### config.mk
export PLATFORM = sky130hd
export DESIGN_NAME = ordered_list_engine_core
export DESIGN_NICKNAME = d
export VERILOG_FILES = /design/src/hdl/ole_pkg.sv /design/src/hdl/ole_ctrl.sv /design/src/hdl/ole_dp.sv /design/src/hdl/ordered_list_engine_core.sv
export SDC_FILE = /design/constraint.sdc
export NUM_CORES = 2
export LEC_CHECK = 0
export BUFFER_PORTS_ARGS = -buffer_cell sky130_fd_sc_hd__clkbuf_2
export CORE_MARGIN = 5
export CORE_UTILIZATION = 40
export CTS_CLUSTER_SIZE = 12
export DETAILED_ROUTE_END_ITERATION = 6
export PLACE_DENSITY = 0.56
export SETUP_SLACK_MARGIN = 0.2
export SYNTH_ARGS = -nofsm -noshare
export SYNTH_HDL_FRONTEND = slang
export SYNTH_HIERARCHICAL = 1
export SYNTH_SLANG_ARGS = --single-unit
### constraint.sdc
create_clock -name clk -period 7.4 [get_ports clk]
set_clock_uncertainty 0.2 [all_clocks]
set_input_delay 1.11 -clock clk [delete_from_list [all_inputs] [get_ports clk]]
set_output_delay 1.11 -clock clk [all_outputs]
set_load 0.005 [all_outputs]
### src/hdl/ole_pkg.sv
// Shared types and constants for the ordered list engine.
// No dependencies; imported by the controller, datapath and top level.
package ole_pkg;

	localparam int CAPACITY = 16;
	localparam int LEN_W    = $clog2(CAPACITY + 1);
	localparam int IDX_W    = $clog2(CAPACITY);

	typedef enum logic [2:0] {
		REQ_INS_FRONT = 3'd0,
		REQ_INS_BACK  = 3'd1,
		REQ_INS_POS   = 3'd2,
		REQ_DEL_FRONT = 3'd3,
		REQ_DEL_BACK  = 3'd4,
		REQ_SEARCH    = 3'd5,
		REQ_LENGTH    = 3'd6
	} req_t;

	typedef enum logic [2:0] {
		ST_OK        = 3'd0,
		ST_EMPTY     = 3'd1,
		ST_BAD_POS   = 3'd2,
		ST_FULL      = 3'd3,
		ST_NOT_FOUND = 3'd4
	} status_t;

	typedef struct packed {
		logic load;
		logic exec;
	} dp_cmd_t;

	typedef struct packed {
		logic empty;
		logic full;
	} dp_sts_t;

	// counts wider than 8 bits saturate at 255
	function automatic logic [7:0] sat8(input logic [LEN_W-1:0] v);
		if (32'(v) > 32'd255) begin
			return 8'hFF;
		end
		return 8'(v);
	endfunction

endpackage

### src/hdl/ole_ctrl.sv
// Request sequencer for the ordered list engine: capture, execute, done strobe.
// Depends on ole_pkg.
module ole_ctrl (
	input  logic            clk,
	input  logic            arst_n,
	input  logic            start,
	input  ole_pkg::dp_sts_t sts,
	output logic            busy,
	output logic            done,
	output ole_pkg::dp_cmd_t cmd
);
	import ole_pkg::*;

	typedef enum logic [1:0] {
		S_IDLE = 2'b01,
		S_EXEC = 2'b10
	} state_t;

	state_t state_q, state_n;
	logic   done_q;

	always_comb begin
		state_n = state_q;
		unique case (state_q)
			S_IDLE: begin
				if (start) begin
					state_n = S_EXEC;
				end
			end
			S_EXEC: begin
				state_n = S_IDLE;
			end
			default: begin
				state_n = S_IDLE;
			end
		endcase
	end

	always_ff @(posedge clk or negedge arst_n) begin
		if (!arst_n) begin
			state_q <= S_IDLE;
			done_q  <= 1'b0;
		end else begin
			state_q <= state_n;
			done_q  <= cmd.exec;
		end
	end

	assign busy     = (state_q == S_EXEC);
	assign cmd.load = start && (state_q == S_IDLE);
	assign cmd.exec = (state_q == S_EXEC);
	assign done     = done_q;

	a_load_then_exec: assert property (@(posedge clk) disable iff (!arst_n)
		cmd.load |=> cmd.exec) else $error("load not followed by exec");
	a_exec_then_done: assert property (@(posedge clk) disable iff (!arst_n)
		cmd.exec |=> (done && !cmd.exec)) else $error("exec not followed by done");
	a_never_both: assert property (@(posedge clk) disable iff (!arst_n)
		!(sts.full && sts.empty)) else $error("list both full and empty");

endmodule

### src/hdl/ole_dp.sv
// Shift-cell list datapath: request capture, cells, length, result registers.
// Depends on ole_pkg.
module ole_dp (
	input  logic             clk,
	input  logic             arst_n,
	input  ole_pkg::dp_cmd_t cmd,
	input  logic [2:0]       req_type,
	input  logic [31:0]      item_value,
	input  logic [7:0]       insert_position,
	output ole_pkg::dp_sts_t sts,
	output logic [2:0]       status,
	output logic [31:0]      removed_value,
	output logic [7:0]       found_position,
	output logic [7:0]       list_length
);
	import ole_pkg::*;

	req_t             req_q;
	logic [31:0]      val_q;
	logic [7:0]       pos_q;
	logic [31:0]      cells_q [CAPACITY];
	logic [LEN_W-1:0] len_q, len_n;
	status_t          status_q, status_n;
	logic [31:0]      removed_q, removed_n;
	logic [LEN_W-1:0] found_q, found_n;

	logic             full, empty, pos_ok, hit;
	logic             do_ins, do_del_front, do_del_back;
	logic [LEN_W-1:0] ins_idx, hit_pos, last_idx;

	assign full     = (len_q == LEN_W'(CAPACITY));
	assign empty    = (len_q == '0);
	assign pos_ok   = (pos_q != 8'd0) && (10'(pos_q) <= (10'(len_q) + 10'd1));
	assign last_idx = len_q - LEN_W'(1);

	// first match wins
	always_comb begin
		hit     = 1'b0;
		hit_pos = '0;
		for (int i = CAPACITY - 1; i >= 0; i--) begin
			if ((LEN_W'(i) < len_q) && (cells_q[i] == val_q)) begin
				hit     = 1'b1;
				hit_pos = LEN_W'(i + 1);
			end
		end
	end

	always_comb begin
		do_ins       = 1'b0;
		do_del_front = 1'b0;
		do_del_back  = 1'b0;
		ins_idx      = '0;
		status_n     = ST_OK;
		removed_n    = '0;
		found_n      = '0;
		len_n        = len_q;
		case (req_q) inside
			REQ_INS_FRONT, REQ_INS_BACK, REQ_INS_POS: begin
				if (full) begin
					status_n = ST_FULL;
				end else if (req_q == REQ_INS_FRONT) begin
					do_ins = 1'b1;
				end else if (req_q == REQ_INS_BACK) begin
					do_ins  = 1'b1;
					ins_idx = len_q;
				end else if (!pos_ok) begin
					status_n = ST_BAD_POS;
				end else begin
					do_ins  = 1'b1;
					ins_idx = LEN_W'(pos_q) - LEN_W'(1);
				end
				if (do_ins) begin
					len_n = len_q + LEN_W'(1);
				end
			end
			REQ_DEL_FRONT, REQ_DEL_BACK: begin
				if (empty) begin
					status_n = ST_EMPTY;
				end else begin
					len_n = last_idx;
					if (req_q == REQ_DEL_FRONT) begin
						do_del_front = 1'b1;
						removed_n    = cells_q[0];
					end else begin
						do_del_back = 1'b1;
						removed_n   = cells_q[last_idx[IDX_W-1:0]];
					end
				end
			end
			REQ_SEARCH: begin
				if (hit) begin
					found_n = hit_pos;
				end else begin
					status_n = ST_NOT_FOUND;
				end
			end
			default: begin
			end
		endcase
	end

	always_ff @(posedge clk) begin
		if (cmd.load) begin
			req_q <= req_t'(req_type);
			val_q <= item_value;
			pos_q <= insert_position;
		end
		if (cmd.exec) begin
			status_q  <= status_n;
			removed_q <= removed_n;
			found_q   <= found_n;
		end
	end

	for (genvar g = 0; g < CAPACITY; g++) begin : g_cell
		always_ff @(posedge clk) begin
			if (cmd.exec) begin
				if (do_ins) begin
					if (LEN_W'(g) == ins_idx) begin
						cells_q[g] <= val_q;
					end else if (LEN_W'(g) > ins_idx) begin
						if (g > 0) begin
							cells_q[g] <= cells_q[(g > 0) ? g - 1 : 0];
						end
					end
				end else if (do_del_front) begin
					if (g < CAPACITY - 1) begin
						cells_q[g] <= cells_q[(g < CAPACITY - 1) ? g + 1 : g];
					end
				end
			end
		end
	end

	always_ff @(posedge clk or negedge arst_n) begin
		if (!arst_n) begin
			len_q <= '0;
		end else if (cmd.exec) begin
			len_q <= len_n;
		end
	end

	assign sts.full       = full;
	assign sts.empty      = empty;
	assign status         = status_q;
	assign removed_value  = removed_q;
	assign found_position = sat8(found_q);
	assign list_length    = sat8(len_q);

	a_len_bound: assert property (@(posedge clk) disable iff (!arst_n)
		len_q <= LEN_W'(CAPACITY)) else $error("length above capacity");
	a_len_hold: assert property (@(posedge clk) disable iff (!arst_n)
		!cmd.exec |=> $stable(len_q)) else $error("length moved without exec");
	a_ins_grows: assert property (@(posedge clk) disable iff (!arst_n)
		(cmd.exec && do_ins) |=> (len_q == $past(len_q) + LEN_W'(1)))
		else $error("insert did not grow list");
	a_del_shrinks: assert property (@(posedge clk) disable iff (!arst_n)
		(cmd.exec && (do_del_front || do_del_back)) |=> (len_q == $past(len_q) - LEN_W'(1)))
		else $error("delete did not shrink list");

endmodule

### src/hdl/ordered_list_engine_core.sv
// Ordered list engine, top level: a shift-cell list of signed 32-bit values.
// A request is captured at the accepting edge, then executed in the cells in the EXEC state;
// done rises as the results are registered. No new request is taken while busy (EXEC).
// Reset clears the length and the sequencer; cell contents are left undefined.
// The done strobe lasts one cycle and is not held off by the receiver.
// Depends on ole_pkg, ole_ctrl, ole_dp.
module ordered_list_engine_core (
	input  logic        clk,
	input  logic        arst_n,
	input  logic        start,
	output logic        busy,
	input  logic [2:0]  req_type,
	input  logic [31:0] item_value,
	input  logic [7:0]  insert_position,
	output logic        done,
	output logic [2:0]  status,
	output logic [31:0] removed_value,
	output logic [7:0]  found_position,
	output logic [7:0]  list_length
);
	import ole_pkg::*;

	dp_cmd_t cmd;
	dp_sts_t sts;

	ole_ctrl u_ctrl (
		.clk    (clk),
		.arst_n (arst_n),
		.start  (start),
		.sts    (sts),
		.busy   (busy),
		.done   (done),
		.cmd    (cmd)
	);

	ole_dp u_dp (
		.clk             (clk),
		.arst_n          (arst_n),
		.cmd             (cmd),
		.req_type        (req_type),
		.item_value      (item_value),
		.insert_position (insert_position),
		.sts             (sts),
		.status          (status),
		.removed_value   (removed_value),
		.found_position  (found_position),
		.list_length     (list_length)
	);

endmodule

Word-level counts from Yosys, hierarchy flattened
Memory sizes are Yosys's and may differ from the RTL's.
Index checks and enable logic that the tools add are counted.
W data, S select, Z words.
{"block": "word_totals", "regBits": 91, "ramBits": 512, "in_bits": 46, "out_inout_bits": 53, "wordCells": 393, "mem_count": 1}
{"name": "u_dp.cells_q", "words": 16, "word_bits": 32, "read_ports": 17, "rd_clocked_by_memory_dff": 0, "write_ports": 16, "line_no": "ole_dp.sv:21", "text": "logic [31:0] cells_q [CAPACITY];"}
{"block": "op_classes", "n_addsub": 4, "order_cmp": 32, "n_eq_ne": 42, "mux": 236, "bitwise": 33, "n_reduce_logical": 32}
{"cell": "$mux W32", "n": 31}
{"cell": "$eq A32 B32 Y1", "n": 16}
{"cell": "$mux W1", "n": 171}
{"cell": "$mux W5", "n": 10}
{"cell": "$eq A4 B5 Y1 const A", "n": 8}
{"cell": "$gt A4 B5 Y1 const A", "n": 8}
{"cell": "$lt A4 B5 Y1 const A", "n": 8}
{"cell": "$mux W3", "n": 11}
{"cell": "$mux W4", "n": 8}
{"cell": "$or A1 B1 Y1", "n": 30}
{"cell": "$reduce_or A22 Y1", "n": 1}
{"cell": "$eq A3 B5 Y1 const A", "n": 4}
{"cell": "$gt A3 B5 Y1 const A", "n": 4}
{"cell": "$lt A3 B5 Y1 const A", "n": 4}
{"cell": "$logic_and A1 B1 Y1", "n": 18}
{"cell": "$reduce_or A14 Y1", "n": 1}
{"cell": "$eq A2 B5 Y1 const A", "n": 2}
{"cell": "$gt A2 B5 Y1 const A", "n": 2}
{"cell": "$le A8 B10 Y1", "n": 1}
{"cell": "$logic_not A5 Y1", "n": 2}
{"cell": "$lt A1 B5 Y1 const A", "n": 2}
{"cell": "$lt A2 B5 Y1 const A", "n": 2}
{"cell": "$mux W2", "n": 5}
{"cell": "$reduce_or A10 Y1", "n": 1}
{"cell": "23 further kinds", "n": 29}

Depth between registers and ports, before layout
An unclocked memory read counts as a cell.
{"block": "depth", "ltp_word": 23, "depth_mapped": 24, "depth_no_buf": 14}

Cells and area by module
Netlist, hierarchy kept.
{"module": "ole_dp", "instances": 1, "cells_each": 3346, "area_per_inst_um2": 38192.9, "seq_area_each_um2": 17992.3}
{"module": "ole_ctrl", "instances": 1, "cells_each": 8, "area_per_inst_um2": 115.1, "seq_area_each_um2": 76.3}

Worst setup path before layout
Ideal clock, no wire load.
{"block": "synth_timing", "kind": "register to register", "from": "register u_dp.len_q[0]", "to": "memory u_dp.cells_q[6][0] (enable)", "setup_ns": 0.466, "arrival_time_ns": 6.993, "required_ns": 6.734, "path_slack_ns": -0.259, "path_stages_with_launch": 22, "n_path_buf": 9, "period_less_slack_ns": 7.659, "path_cell_list": "dfrtp_1 clkbuf_1 buf_2 buf_2 clkbuf_1 inv_1 ha_1 buf_1 clkbuf_1 inv_1 ha_1 nor2b_1 o21bai_2 a31oi_2 nand2b_1 buf_4 o221a_4 and2_1 buf_4 inv_2 clkbuf_1 o21ai_0"}
{"item": "from (decl)", "line_no": "ole_dp.sv:22", "text": "logic [LEN_W-1:0] len_q, len_n;"}
{"item": "from (signal assigned)", "line_no": "ole_dp.sv:139", "text": "len_q <= len_n;"}
{"item": "to (decl)", "line_no": "ole_dp.sv:21"}

==> impl_metrics.env <==
export IMPL_clk_insertion_delay_late_ns=0.65
export IMPL_synth_area_mm2=0.03829
export IMPL_report_final_setup_viol=0
export IMPL_final_period_minus_worst_setup_slack_ns=5.980
export IMPL_vias_in_the_first_global_route=28330
export IMPL_fp_dieH_um=319.4
export IMPL_cap_viol_max_count=0
export IMPL_wirelength_um=177200
export IMPL_placeableCoreArea_mm2=0.09501
export IMPL_hold_path_class="primary input to async pin"
export IMPL_drc=0
export IMPL_clk_pin_slew_worst_paths_ns=0.06
export IMPL_number_of_instances_in_the_synthesized_netlist=3352
export IMPL_leakage_nw=14.47
export IMPL_std_cell_rows=113
export IMPL_timing_critical_path_from_type="flip-flop"
export IMPL_timing_final_max_slew_violations=0
export IMPL_timing_max_slew_rel_slack_pct=4.965
export IMPL_num_io_pins=99
export IMPL_drtIter0Drc=5535
export IMPL_nNetsFinal=3365
export IMPL_dpl_hpwl_um=127000
export IMPL_initial_antenna_violation_count=14
export IMPL_holdBufCountCts=0
export IMPL_maxClockFrequency_mhz=167.2
export IMPL_hold_viol_final=0
export IMPL_crit_path_cell_trace="ha_1 > nand3_1 > xor2_1 > ha_1 > nand3_1 > o21bai_2 > a31oi_2 > nand2b_1 > o221a_4 > and2_2 > a21o_2 > buf_4 > nand2_2 > buf_4 > nand2_1 > a21oi_1"
export IMPL_p_per_area_mw_per_mm2=286.9
export IMPL_vias=31350
export IMPL_detail_route_antenna_nets=0
export IMPL_cpLargestDelayFamily="compound AO/OA/AOI/OAI gates"
export IMPL_critical_path_class="flip-flop to flip-flop"
export IMPL_post_dr_vias_cell=6.767
export IMPL_placement_io_buffers=92
export IMPL_postCtsSetupRepairBufs=0
export IMPL_worst_setup_path_end_kind="flip-flop"
export IMPL_layoutNonFillerInstCount=4633
export IMPL_fin_tns_setup_ns=0
export IMPL_drive_above_1_share_pct=15.81
export IMPL_max_slew_worst_pin_slew_ns=1.413
export IMPL_grt_use_total_pct=33.49
export IMPL_maximum_number_of_pins_on_one_net_before_global_route_repair=132
export IMPL_critical_path_peak_fanout=65
export IMPL_post_place_cells=4496
export IMPL_critical_path_arrival_ns=6.16
export IMPL_cts_htree_levels=3
export IMPL_critPathMaxStageDelay_ns=0.84
export IMPL_root_buffer_selected_by_cts="clkbuf_16"
export IMPL_die_width_um=319.4
export IMPL_wl_per_cell_um=38.25
export IMPL_grt_pass1_wl_um=243100
export IMPL_cp_slowest_cell="dfrtp_4"
export IMPL_cts_resized=0
export IMPL_period_share_pct=80.81
export IMPL_globalplace_congestion=1.104
export IMPL_number_of_clock_sinks=603
export IMPL_unrepaired_setup_endpoints_after_global_routing="false"
export IMPL_total_power_mw=12.17
export IMPL_cts_buffer_depth=3
export IMPL_synthToLayoutAreaGrowth_pct=10.80
export IMPL_ir_worst_vdd_mv=0.3410
export IMPL_cts_buffers=75
export IMPL_initial_utilization_pct=40.30
export IMPL_cp_buffers_inverters=2
export IMPL_status="complete, no violations"
export IMPL_clock_tree_from_tritoncts="built"
export IMPL_cp_required_ns=7.58
export IMPL_syn_mean_instance_area_um2=11.42
export IMPL_gr_total_overflow=0
export IMPL_die_area_mm2=0.1020
export IMPL_number_of_iterations_in_the_first_detailed_routing_pass=6
export IMPL_yosysWarningCount=6
sequential cells by signal (all words and copies together), names as in the netlist:
| register | flops |
|---|---|
| u_dp/len_q | 5 |
| u_dp/status | 3 |
| u_dp/req_q | 3 |
| u_dp/val_q | 32 |
| u_dp/removed_value | 32 |
| u_dp/cells_q | 512 |
| u_ctrl/done | 1 |
| u_dp/pos_q | 8 |
| u_dp/found_q | 5 |
| u_ctrl/state_q | 2 |
final timing paths:
check                           depth (start not counted)              start                   to  slack, ns
worst min register to register                          1  u_ctrl/state_q[0]    u_ctrl/state_q[0]       0.31
max in group asynchronous                               1             arst_n    u_ctrl/state_q[0]       6.62
worst max register to register                         16      u_dp/len_q[0]  u_dp/cells_q[9][22]       1.42
worst min-delay path                                    1             arst_n        u_dp/len_q[1]       0.11
min in group clk                                        1  u_ctrl/state_q[0]    u_ctrl/state_q[0]       0.31
worst max-delay path                                   16      u_dp/len_q[0]  u_dp/cells_q[9][22]       1.42
power by group:
| group | total (mW) | switching, mW | internal [mW] | leakage (nW) |
|---|---|---|---|---|
| registers | 4.09 | 0.174 | 3.92 | 5.49 |
| clock network | 3.86 | 1.59 | 2.27 | 1.20 |
| logic | 4.22 | 2.35 | 1.87 | 7.78 |
| total | 12.2 | 4.11 | 8.06 | 14.5 |
layout by cell type (no fill, tap or decap), drive strengths merged, types with 7 or more instances in the layout:
cell type / count
edfxtp: 595
nand2: 382
nor2: 375
a221o: 288
xor2: 266
xnor2: 254
clkbuf: 180
mux4: 160
a21oi: 115
o21ai: 112
buf: 107
mux2i: 95
nor4: 75
nand4: 72
a31oi: 33
mux2: 32
clkinv: 28
nand3: 22
nor3: 16
inv: 16
nor2b: 12
bufinv: 11
ha: 11
nand2b: 10
or2: 9
dfrtp: 7
metal layers:
layer	share of wire (%)	vias up	global-route usage (%)
li1	-	12590	-
met1	39	16010	47.36
met2	43	2362	49.65
met3	11	373	7.534
met4	5.5	20	14.60
met5	0.080	-	0
per-stage QoR:
step / utilization, % / instance area [um2] / hold slack [ns] / worst slack (ns)
CTS: 44.64 / 42420 / 0.09566 / 1.486
global route: 44.64 / 42420 / 0.1175 / 1.172
floorplan: - / 38310 / 0.2533 / 0.2830
detailed placement: 42.03 / 39930 / 0.2963 / 1.517
finish: 44.65 / 42430 / 0.1126 / 1.420
global placement: 42.03 / 39930 / 0.2828 / 1.645
final cells by class:
class | instances | area (um2)
antenna | 4 | 10.01
clock buffer | 88 | 1957
clock inverter | 45 | 530.5
fill | 8927 | 52580
inverter | 14 | 52.55
multi-input combinational | 2415 | 18880
sequential | 603 | 18070
tap | 1265 | 1583
timing repair buffer | 199 | 1339
Power figures use the tool's default switching activity.
